`config.mk`:
```
export PLATFORM = sky130hd
export DESIGN_NAME = chained_hash_set_top
export DESIGN_NICKNAME = d
export VERILOG_FILES = /design/src/hdl/chs_pkg.sv /design/src/hdl/chained_hash_set_top.sv
export SDC_FILE = /design/constraint.sdc
export NUM_CORES = 2
export LEC_CHECK = 0
export ABC_CLOCK_PERIOD_IN_PS = 10260
export BUFFER_PORTS_ARGS = -buffer_cell sky130_fd_sc_hd__buf_4
export CAP_MARGIN = 20
export CORE_MARGIN = 3
export CORE_UTILIZATION = 55
export CTS_CLUSTER_DIAMETER = 40
export DETAILED_ROUTE_END_ITERATION = 16
export GPL_TIMING_DRIVEN = 0
export HOLD_SLACK_MARGIN = 0.06
export PLACE_DENSITY = 0.68
export SYNTH_ARGS = -nofsm -noshare
export SYNTH_HDL_FRONTEND = slang
export SYNTH_SLANG_ARGS = --single-unit
```
`constraint.sdc`:
```
create_clock -name clock -period 10.26 [get_ports clock]
set_clock_uncertainty 0.05 [all_clocks]
set_input_delay 2.565 -clock clock [delete_from_list [all_inputs] [get_ports clock]]
set_output_delay 2.565 -clock clock [all_outputs]
set_load 0.05 [all_outputs]
```
`src/hdl/chs_pkg.sv`:
```
// Shared types and constants for the chained hash set.
package chs_pkg;

   localparam int KEY_W           = 31;
   localparam int SLOT_W          = 6;
   localparam int DIGIT_W         = 4;
   localparam int MOD_STEPS       = 8;
   localparam int MOD_W           = DIGIT_W * MOD_STEPS;
   localparam int STEP_W          = $clog2(MOD_STEPS);
   localparam int DEFAULT_BUCKETS = 11;
   localparam int DEFAULT_NODES   = 64;

   typedef enum logic [2:0] {
      ST_MISS     = 3'd0,
      ST_HIT      = 3'd1,
      ST_INSERTED = 3'd2,
      ST_DUP      = 3'd3,
      ST_FULL     = 3'd4
   } chs_status_type;

   typedef enum logic {
      OP_SEARCH = 1'b0,
      OP_INSERT = 1'b1
   } chs_op_type;

   typedef struct packed {
      chs_op_type         req_type;
      logic [KEY_W-1:0]   key;
   } chs_req_type;

   typedef struct packed {
      chs_status_type     status;
      logic [SLOT_W-1:0]  slot;
   } chs_rsp_type;

endpackage

```
`src/hdl/chained_hash_set_top.sv`:
```
// Hash set with separate chaining over a bucket-head memory and a node memory.
//
//   channel   ports                          handshake
//   request   start, busy, req_data          beat taken when start && !busy
//   response  rsp_strobe, rsp_data           beat valid for one cycle, no stall
//
// The bucket index takes MOD_STEPS steps (four key bits reduced per cycle).
// A request then reads its bucket head and walks the chain; each chain node
// visited costs one node-memory read and one compare. After reset the block
// clears the bucket heads, one per cycle, with busy high. The response side
// cannot stall; a response beat may go out in the cycle the next request is taken.
module chained_hash_set_top #(
   parameter int BUCKETS = chs_pkg::DEFAULT_BUCKETS,
   parameter int NODES   = chs_pkg::DEFAULT_NODES
) (
   input  logic                 clock,
   input  logic                 reset,
   input  logic                 start,
   output logic                 busy,
   input  chs_pkg::chs_req_type req_data,
   output logic                 rsp_strobe,
   output chs_pkg::chs_rsp_type rsp_data
);
   import chs_pkg::*;

   localparam int BW = (BUCKETS > 1) ? $clog2(BUCKETS) : 1;
   localparam int NW = (NODES > 1) ? $clog2(NODES) : 1;
   localparam int LW = $clog2(NODES + 1);
   localparam int VW = BW + DIGIT_W;
   localparam logic [LW-1:0] NIL = LW'(NODES);

   typedef struct packed {
      logic [KEY_W-1:0] key;
      logic [LW-1:0]    link;
   } node_type;

   typedef enum logic [6:0] {
      S_CLEAR = 7'b0000001,
      S_IDLE  = 7'b0000010,
      S_MOD   = 7'b0000100,
      S_HEAD  = 7'b0001000,
      S_PTR   = 7'b0010000,
      S_ISSUE = 7'b0100000,
      S_CMP   = 7'b1000000
   } state_type;

   state_type           state_ff, state_in;
   logic [BW-1:0]       clr_ff, clr_in;
   logic [BW-1:0]       rem_ff, rem_in;
   logic [KEY_W-1:0]    key_ff, key_in;
   logic [MOD_W-1:0]    key_sh_ff, key_sh_in;
   logic [STEP_W-1:0]   step_ff, step_in;
   chs_op_type          op_ff, op_in;
   logic [LW-1:0]       used_ff, used_in;
   logic [LW-1:0]       ptr_ff, ptr_in;
   logic [LW-1:0]       head_q_ff;
   node_type            node_q_ff;
   chs_rsp_type         rsp_ff, rsp_in;
   logic                rsp_strobe_ff, rsp_strobe_in;

   logic [LW-1:0]       head_mem [BUCKETS];
   node_type            node_mem [NODES];

   logic                head_we;
   logic [BW-1:0]       head_wa;
   logic [LW-1:0]       head_wd;
   logic                node_we;
   node_type            node_wd;
   logic [VW-1:0]       mod_v;
   logic [VW-1:0]       mod_r;
   logic                finish;
   logic                found;

   always_comb begin
      mod_v = {rem_ff, key_sh_ff[MOD_W-1 -: DIGIT_W]};
      mod_r = mod_v;
      for (int m = 1; m < (1 << DIGIT_W); m++) begin
         if (mod_v >= VW'(m * BUCKETS)) begin
            mod_r = mod_v - VW'(m * BUCKETS);
         end
      end
   end

   always_comb begin
      state_in      = state_ff;
      clr_in        = clr_ff;
      rem_in        = rem_ff;
      key_in        = key_ff;
      key_sh_in     = key_sh_ff;
      step_in       = step_ff;
      op_in         = op_ff;
      used_in       = used_ff;
      ptr_in        = ptr_ff;
      rsp_in        = rsp_ff;
      rsp_strobe_in = 1'b0;
      head_we       = 1'b0;
      head_wa       = rem_ff;
      head_wd       = used_ff;
      node_we       = 1'b0;
      node_wd       = '{key: key_ff, link: head_q_ff};
      finish        = 1'b0;
      found         = 1'b0;

      case (state_ff)
         S_CLEAR: begin
            head_we = 1'b1;
            head_wa = clr_ff;
            head_wd = NIL;
            if (clr_ff == BW'(BUCKETS - 1)) begin
               state_in = S_IDLE;
            end else begin
               clr_in = clr_ff + 1'b1;
            end
         end
         S_IDLE: begin
            if (start) begin
               key_in    = req_data.key;
               key_sh_in = MOD_W'(req_data.key);
               op_in     = req_data.req_type;
               rem_in    = '0;
               step_in   = '0;
               state_in  = S_MOD;
            end
         end
         S_MOD: begin
            rem_in    = BW'(mod_r);
            key_sh_in = key_sh_ff << DIGIT_W;
            step_in   = step_ff + 1'b1;
            if (step_ff == STEP_W'(MOD_STEPS - 1)) begin
               state_in = S_HEAD;
            end
         end
         S_HEAD: begin
            state_in = S_PTR;
         end
         S_PTR: begin
            ptr_in   = head_q_ff;
            state_in = S_ISSUE;
         end
         S_ISSUE: begin
            if (ptr_ff < used_ff) begin
               state_in = S_CMP;
            end else begin
               finish = 1'b1;
            end
         end
         S_CMP: begin
            if (node_q_ff.key == key_ff) begin
               finish = 1'b1;
               found  = 1'b1;
            end else begin
               ptr_in   = node_q_ff.link;
               state_in = S_ISSUE;
            end
         end
         default: begin
            state_in = S_IDLE;
         end
      endcase

      if (finish) begin
         state_in      = S_IDLE;
         rsp_strobe_in = 1'b1;
         if (found) begin
            rsp_in.status = (op_ff == OP_INSERT) ? ST_DUP : ST_HIT;
            rsp_in.slot   = SLOT_W'(ptr_ff);
         end else if (op_ff == OP_SEARCH) begin
            rsp_in.status = ST_MISS;
            rsp_in.slot   = '0;
         end else if (used_ff == NIL) begin
            rsp_in.status = ST_FULL;
            rsp_in.slot   = '0;
         end else begin
            rsp_in.status = ST_INSERTED;
            rsp_in.slot   = SLOT_W'(used_ff);
            node_we       = 1'b1;
            head_we       = 1'b1;
            used_in       = used_ff + 1'b1;
         end
      end
   end

   always_ff @(posedge clock) begin
      if (head_we) begin
         head_mem[head_wa] <= head_wd;
      end
      head_q_ff <= head_mem[rem_ff];
   end

   always_ff @(posedge clock) begin
      if (node_we) begin
         node_mem[used_ff[NW-1:0]] <= node_wd;
      end
      node_q_ff <= node_mem[ptr_ff[NW-1:0]];
   end

   always_ff @(posedge clock) begin
      if (reset) begin
         state_ff      <= S_CLEAR;
         clr_ff        <= '0;
         used_ff       <= '0;
         rsp_strobe_ff <= 1'b0;
      end else begin
         state_ff      <= state_in;
         clr_ff        <= clr_in;
         used_ff       <= used_in;
         rsp_strobe_ff <= rsp_strobe_in;
      end
      rem_ff    <= rem_in;
      key_ff    <= key_in;
      key_sh_ff <= key_sh_in;
      step_ff   <= step_in;
      op_ff     <= op_in;
      ptr_ff    <= ptr_in;
      rsp_ff    <= rsp_in;
   end

   assign busy       = (state_ff != S_IDLE);
   assign rsp_strobe = rsp_strobe_ff;
   assign rsp_data   = rsp_ff;

endmodule

```
# == Word level (Yosys, flattened, before mapping) ==
# Memory sizes are Yosys's and may differ from the RTL's. A register that Yosys moved wholly into a read port is not among the register bits.
# Index checks and enable logic that the tools add are counted.
# word_totals
reg_bits,106
ram_bits,2509
in_bits,35
out_inout_bits,11
wordCells,138
memories,2
# memory_table
memory,depth,word_bits,rd,rd_clocked_by_memory_dff,wr,line_no,source
node_mem,64,38,1,1,1,chained_hash_set_top.sv:62,node_type node_mem [NODES];
head_mem,11,7,1,1,1,chained_hash_set_top.sv:61,logic [LW-1:0] head_mem [BUCKETS];
# op_classes
n_addsub,18
n_lt_le_gt_ge,16
eq_ne,22
mux,54
bitwise,3
reduce_logical,10
# ops
op,count
two-way mux 4 bit,17
case mux 32 bit (2 select lines),1
two-way mux 7 bit,7
case mux 7 bit (7 select lines),1
greater-or-equal comparator 8 x 7 -> 1 bit (second input constant),6
greater-or-equal comparator 8 bit (second input constant),4
two-way mux 32 bit,1
subtractor 4 bit (second input constant),8
== test 31 bit,1
two-way mux 9 bit,3
greater-or-equal comparator 8 x 6 -> 1 bit (second input constant),3
two-way mux 1 bit,17
subtractor 4 x 3 -> 4 bit (second input constant),4
!= test 3 bit (second input constant),5
== test 7 bit (second input constant),2
case mux 7 bit (2 select lines),1
!= test 2 bit (second input constant),5
AND reduction 5 bit,2
greater-or-equal comparator 8 x 4 -> 1 bit (second input constant),1
greater-or-equal comparator 8 x 5 -> 1 bit (second input constant),1
case mux 4 bit (2 select lines),1
AND reduction 2 bit,4
subtractor 4 x 2 -> 4 bit (second input constant),2
adder 7 x 1 -> 7 bit (second input constant),1
21 further kinds,25

# == Longest topological paths before layout ==
# depth
word_depth,17
mapped_depth,10
mapped_depth_nobuf,8

# == Least setup slack after synthesis ==
# OpenSTA, ideal clock, no wires.
# synth_timing
path_type,flip-flop to flip-flop
from,register used_ff[3]
to,memory node_mem[14][0] (netlist bit) (enable)
setup_time_ps,433
t_arrival_ps,3730
required_ps,9777
path_slack_ps,6047
path_stages_with_launch,10
path_buffers,2
synth_period_minus_slack_ps,4213
cell_sequence,dfxtp_1 -> clkbuf_1 -> inv_1 -> ha_1 -> o21ai_0 -> o21ai_0 -> nand3_1 -> or3_1 -> clkbuf_1 -> nor2_1
# synth_via
elab_chain_len,7
word_cells_on_any_way,10
classes_between,order compare: 1; eq/ne: 1; mux: 8
# synth_lines
element,line_no,source
start: declaration,chained_hash_set_top.sv:54,"logic [LW-1:0] used_ff, used_in;"
start signal: assignment,chained_hash_set_top.sv:206,used_ff <= used_in;
"parallel branches: the longest is 7 deep, another holds < comparator 7 bit",--,
end: declaration,chained_hash_set_top.sv:62,
# Several ways; the timed one is not identified.

# == Worst setup path in the final report ==
# layout_timing
from,register state_ff[6]
to,output port busy
# layout_via
elab_chain_len,1
# layout_lines
element,line_no,source
start: declaration,chained_hash_set_top.sv:47,"state_type state_ff, state_in;"
start signal: assignment,chained_hash_set_top.sv:204,state_ff <= state_in;
!= test 7 x 2 -> 1 bit,chained_hash_set_top.sv:218,assign busy = (state_ff != S_IDLE);
end: declaration,chained_hash_set_top.sv:19,"output logic busy,"
# No other way between the ends.

==> flow_metrics.py <==
metrics = {
    "route": {
        "wl_met1_mm": 102.2,
        "via_per_inst": 6.684,
        "route.met2.wl_mm": 128.7,
        "drt_first_pass_iters": 6,
        "wl_mm": 272.3,
        "wl_met3_mm": 31.43,
        "wire_per_inst_um": 35.26,
        "drcViolationCount": 0,
        "dr.max_layer_used": "met5",
        "route.vias.total": 51604,
        "ant_nets": 0,
        "drt-initial-drc-count": 8064,
    },
    "logic_synthesis": {
        "synth_top_family_by_area": "multiplexers",
        "netlist_instances": 4408,
        "synth_area_sq_um": 102100,
        "synth.top_cell.area_share": 0.7632,
        "syn-num-nets": 4470,
        "synth_seq_cells": 2660,
        "syn_avg_cell_area_sq_um": 23.17,
        "synth.area.mux_share": 0.1731,
        "synth-edff-count": 2596,
        "synth-compound-area-share": 0.01496,
        "synth_flop_cell": "edfxtp_1",
        "synth-simple-area-share": 0.01824,
        "yosys-top-cells-area": "edfxtp_1 76%, mux4_2 17%, dfxtp_1 1.3%, nand2_1 0.57%, clkbuf_1 0.47%",
        "ys_warn_count": 0,
        "synthAdderAreaFrac": 0.003308,
        "ys_types": 73,
        "yosysTopAreaCell": "edfxtp_1",
        "yosys.area_share.xor_xnor": 0.003773,
        "yosysSeqAreaShare": 0.7758,
        "ys_async_sr_fraction": 0,
    },
    "cts": {
        "clk_latency_ns": 0.93,
        "clockBufferDepth": 4,
        "cts-resized-gates": 0,
        "numCtsBuffers": 343,
        "cts_tree": "built",
        "cts_sinks": 2660,
        "cts-htree-levels": 5,
        "cts.clk_slew.worst_paths_ns": 0.06,
        "post_cts_buffers": 0,
        "root_buffer": "clkbuf_16",
        "cts_hold_buffers": 0,
    },
    "sta": {
        "hold_viol_final": 0,
        "fin_crit_sh": 0.4823,
        "rsz0062_at_grt": "false",
        "fin_hold_ws_ns": 0.4537,
        "worst_pin_slew_ns": 1.221,
        "setup_violations": 0,
        "setup_ws_ns": 5.312,
        "fin_setup_tns_ns": 0,
        "clock.fmax_ghz": 0.2021,
        "fin_crit_ns": 4.948,
        "slew_headroom": 0.1862,
        "drv_slew": 0,
    },
    "floorplan": {
        "fp.dieH_um": 436.9,
        "die_w_um": 436.9,
        "start_util": 0.5555,
        "core_area_sq_um": 183900,
        "io_pins": 46,
        "dieArea_sq_um": 190900,
        "rows": 157,
    },
    "critical_path": {
        "crit_path_end_kind": "output port",
        "arrival_ns": 2.33,
        "r2r_slack_ns": 5.71,
        "worst-setup-path-type": "reg -> out",
        "cp_max_fo": 8,
        "start_kind": "flop",
        "worstPathRequired_ns": 7.65,
    },
    "grt": {
        "grt_pass1_vias": 51834,
        "grt_use_total": 0.2877,
        "grt_antenna_before_repair": 12,
        "grt_max_degree": 62,
        "grt_overflow": 0,
        "grt_pass1_wl_mm": 386.9,
    },
    "place": {
        "gp_congestion": 0.9191,
        "pre_cts_ws_ns": 5.289,
        "port_buffers": 44,
        "place_inst": 7098,
        "dp_hpwl_mm": 174.5,
        "place_area_sq_um": 110300,
    },
    "finish": {
        "num-fill-cells": 11330,
        "register_area_sq_um": 79240,
        "nets": 5055,
        "area_growth_syn_to_layout_pct": 19.23,
        "final_area_sq_um": 121800,
        "drive_above_1_share": 0.3284,
        "multiInputGateArea_sq_um": 22290,
        "stdcell_count": 7721,
    },
    "power": {
        "power.leakage_nw": 38.65,
        "ir_drop_uv": 176.3,
        "p_per_area_nw_per_um2": 197.9,
    },
    "flow_run": {
        "cap_violations": 0,
    },
    "status": {
        "status": "finished, final reports clean",
    },
    "min_path": {
        "hold_class": "reg -> reg",
    },
}
==> metrics by stage <==
step	power [W]	utilization
after global placement	0.01251	0.5741
after CTS	0.02420	0.6610
after detailed placement	0.01255	0.6000
after floorplan	0.01238	-
after global routing	0.02468	0.6622
final	0.02410	0.6623
==> cells in the final DEF, fill, tap and decap left out, types with 27 or more instances in the layout <==
cell | netlist | final
clkinv_4 | 0 | 28
nand2_1 | 156 | 155
clkinv_2 | 0 | 35
clkbuf_1 | 127 | 163
nor2_1 | 111 | 47
clkinv_1 | 2 | 41
nand3_1 | 28 | 28
buf_16 | 0 | 96
buf_4 | 5 | 51
xnor2_1 | 44 | 44
bufinv_16 | 0 | 32
edfxtp_1 | 2596 | 2596
dfxtp_1 | 64 | 57
a22oi_1 | 54 | 54
ha_1 | 27 | 27
clkbuf_16 | 0 | 352
buf_12 | 0 | 73
inv_6 | 0 | 42
mux4_2 | 774 | 774
nor2_4 | 0 | 64
buf_2 | 74 | 75
a21oi_1 | 32 | 32
==> metal layers <==
metal,up-vias,track usage
li1,20093,-
met1,27463,0.4079
met2,3465,0.4405
met3,581,0.07842
met4,2,0.09625
met5,-,0
==> cell usage after synthesis, types with 3 or more instances <==
cell / count
edfxtp_1: 2596
nor3_1: 14
a31oi_1: 7
nand4b_1: 3
clkbuf_1: 127
nor3b_1: 5
a211o_1: 3
and3_1: 6
buf_2: 74
ha_1: 27
o21a_1: 4
mux2i_1: 17
buf_1: 17
o31ai_1: 6
a21boi_0: 4
and2_1: 12
inv_1: 26
mux2_2: 7
buf_6: 4
nor4_1: 7
a22oi_1: 54
o2111ai_1: 5
o211ai_1: 11
o31a_1: 3
xnor2_1: 44
dfxtp_1: 64
buf_4: 5
a211oi_1: 3
nand4_1: 12
o22ai_1: 26
o21ai_0: 26
a21o_1: 4
nand2_1: 156
mux4_2: 774
and3b_1: 4
or3_1: 10
a21oi_1: 32
nor2_1: 111
nand2b_1: 7
or2_2: 5
nand3_1: 28
nor2b_1: 11
or4_1: 3
==> path summary, 6_finish.rpt <==
check | from | end | depth (start not counted)
worst max-delay path | state_ff[6]$_SDFFE_PP0P_ | busy | 6
worst min-delay path | used_ff[6]$_SDFFE_PP0P_ | used_ff[6]$_SDFFE_PP0P_ | 2
worst max register to register | used_ff[3]$_SDFFE_PP0P_ | node_mem[34][19]$_DFFE_PP_ | 11
worst min register to register | used_ff[6]$_SDFFE_PP0P_ | used_ff[6]$_SDFFE_PP0P_ | 2
==> cells by family (layout without fill, tap and decap cells) <==
group	Yosys count	after routing
fa+ha+maj	27	27
simple gates	404	404
mux	798	798
xor+xnor	44	44
compound gates	218	218
buf+inv	257	1101
other cells	0	5
flops	2660	2660
==> registers in the layout, indices dropped and copies added, names as in the netlist, 4 cells and up <==
signal	count
node_mem	2432
rsp_data	9
state_ff	7
head_q_ff	7
rem_ff	4
key_sh_ff	32
key_ff	31
used_ff	7
ptr_ff	7
node_q_ff	38
head_mem	77
clr_ff	4
==> worst max-delay path, stage by stage, from the launching register on <==
cell and delay, ns:
dfxtp_1 0.30, clkbuf_1 0.20, nor3_2 0.31, nand3_1 0.14, nor2_1 0.17, inv_1 0.11
buf_4 0.20
==> area by class of cell <==
cell class | instances | area share
sequential | 2660 | 0.6508
buffer | 227 | 0.008179
tap | 2464 | 0.02532
inverter | 30 | 0.0009247
clock buffer | 391 | 0.07370
antenna | 5 | 0.0001027
timing repair buffer | 240 | 0.03962
clock inverter | 213 | 0.01835
multi-input combinational | 1491 | 0.1830
==> where the power goes <==
group | internal (W) | switching, W
sequential | 0.0120 | 0.0000596
clock | 0.00715 | 0.00463
combinational | 0.0000927 | 0.000210
total | 0.0192 | 0.00490
(Power assumes the default switching activity.)
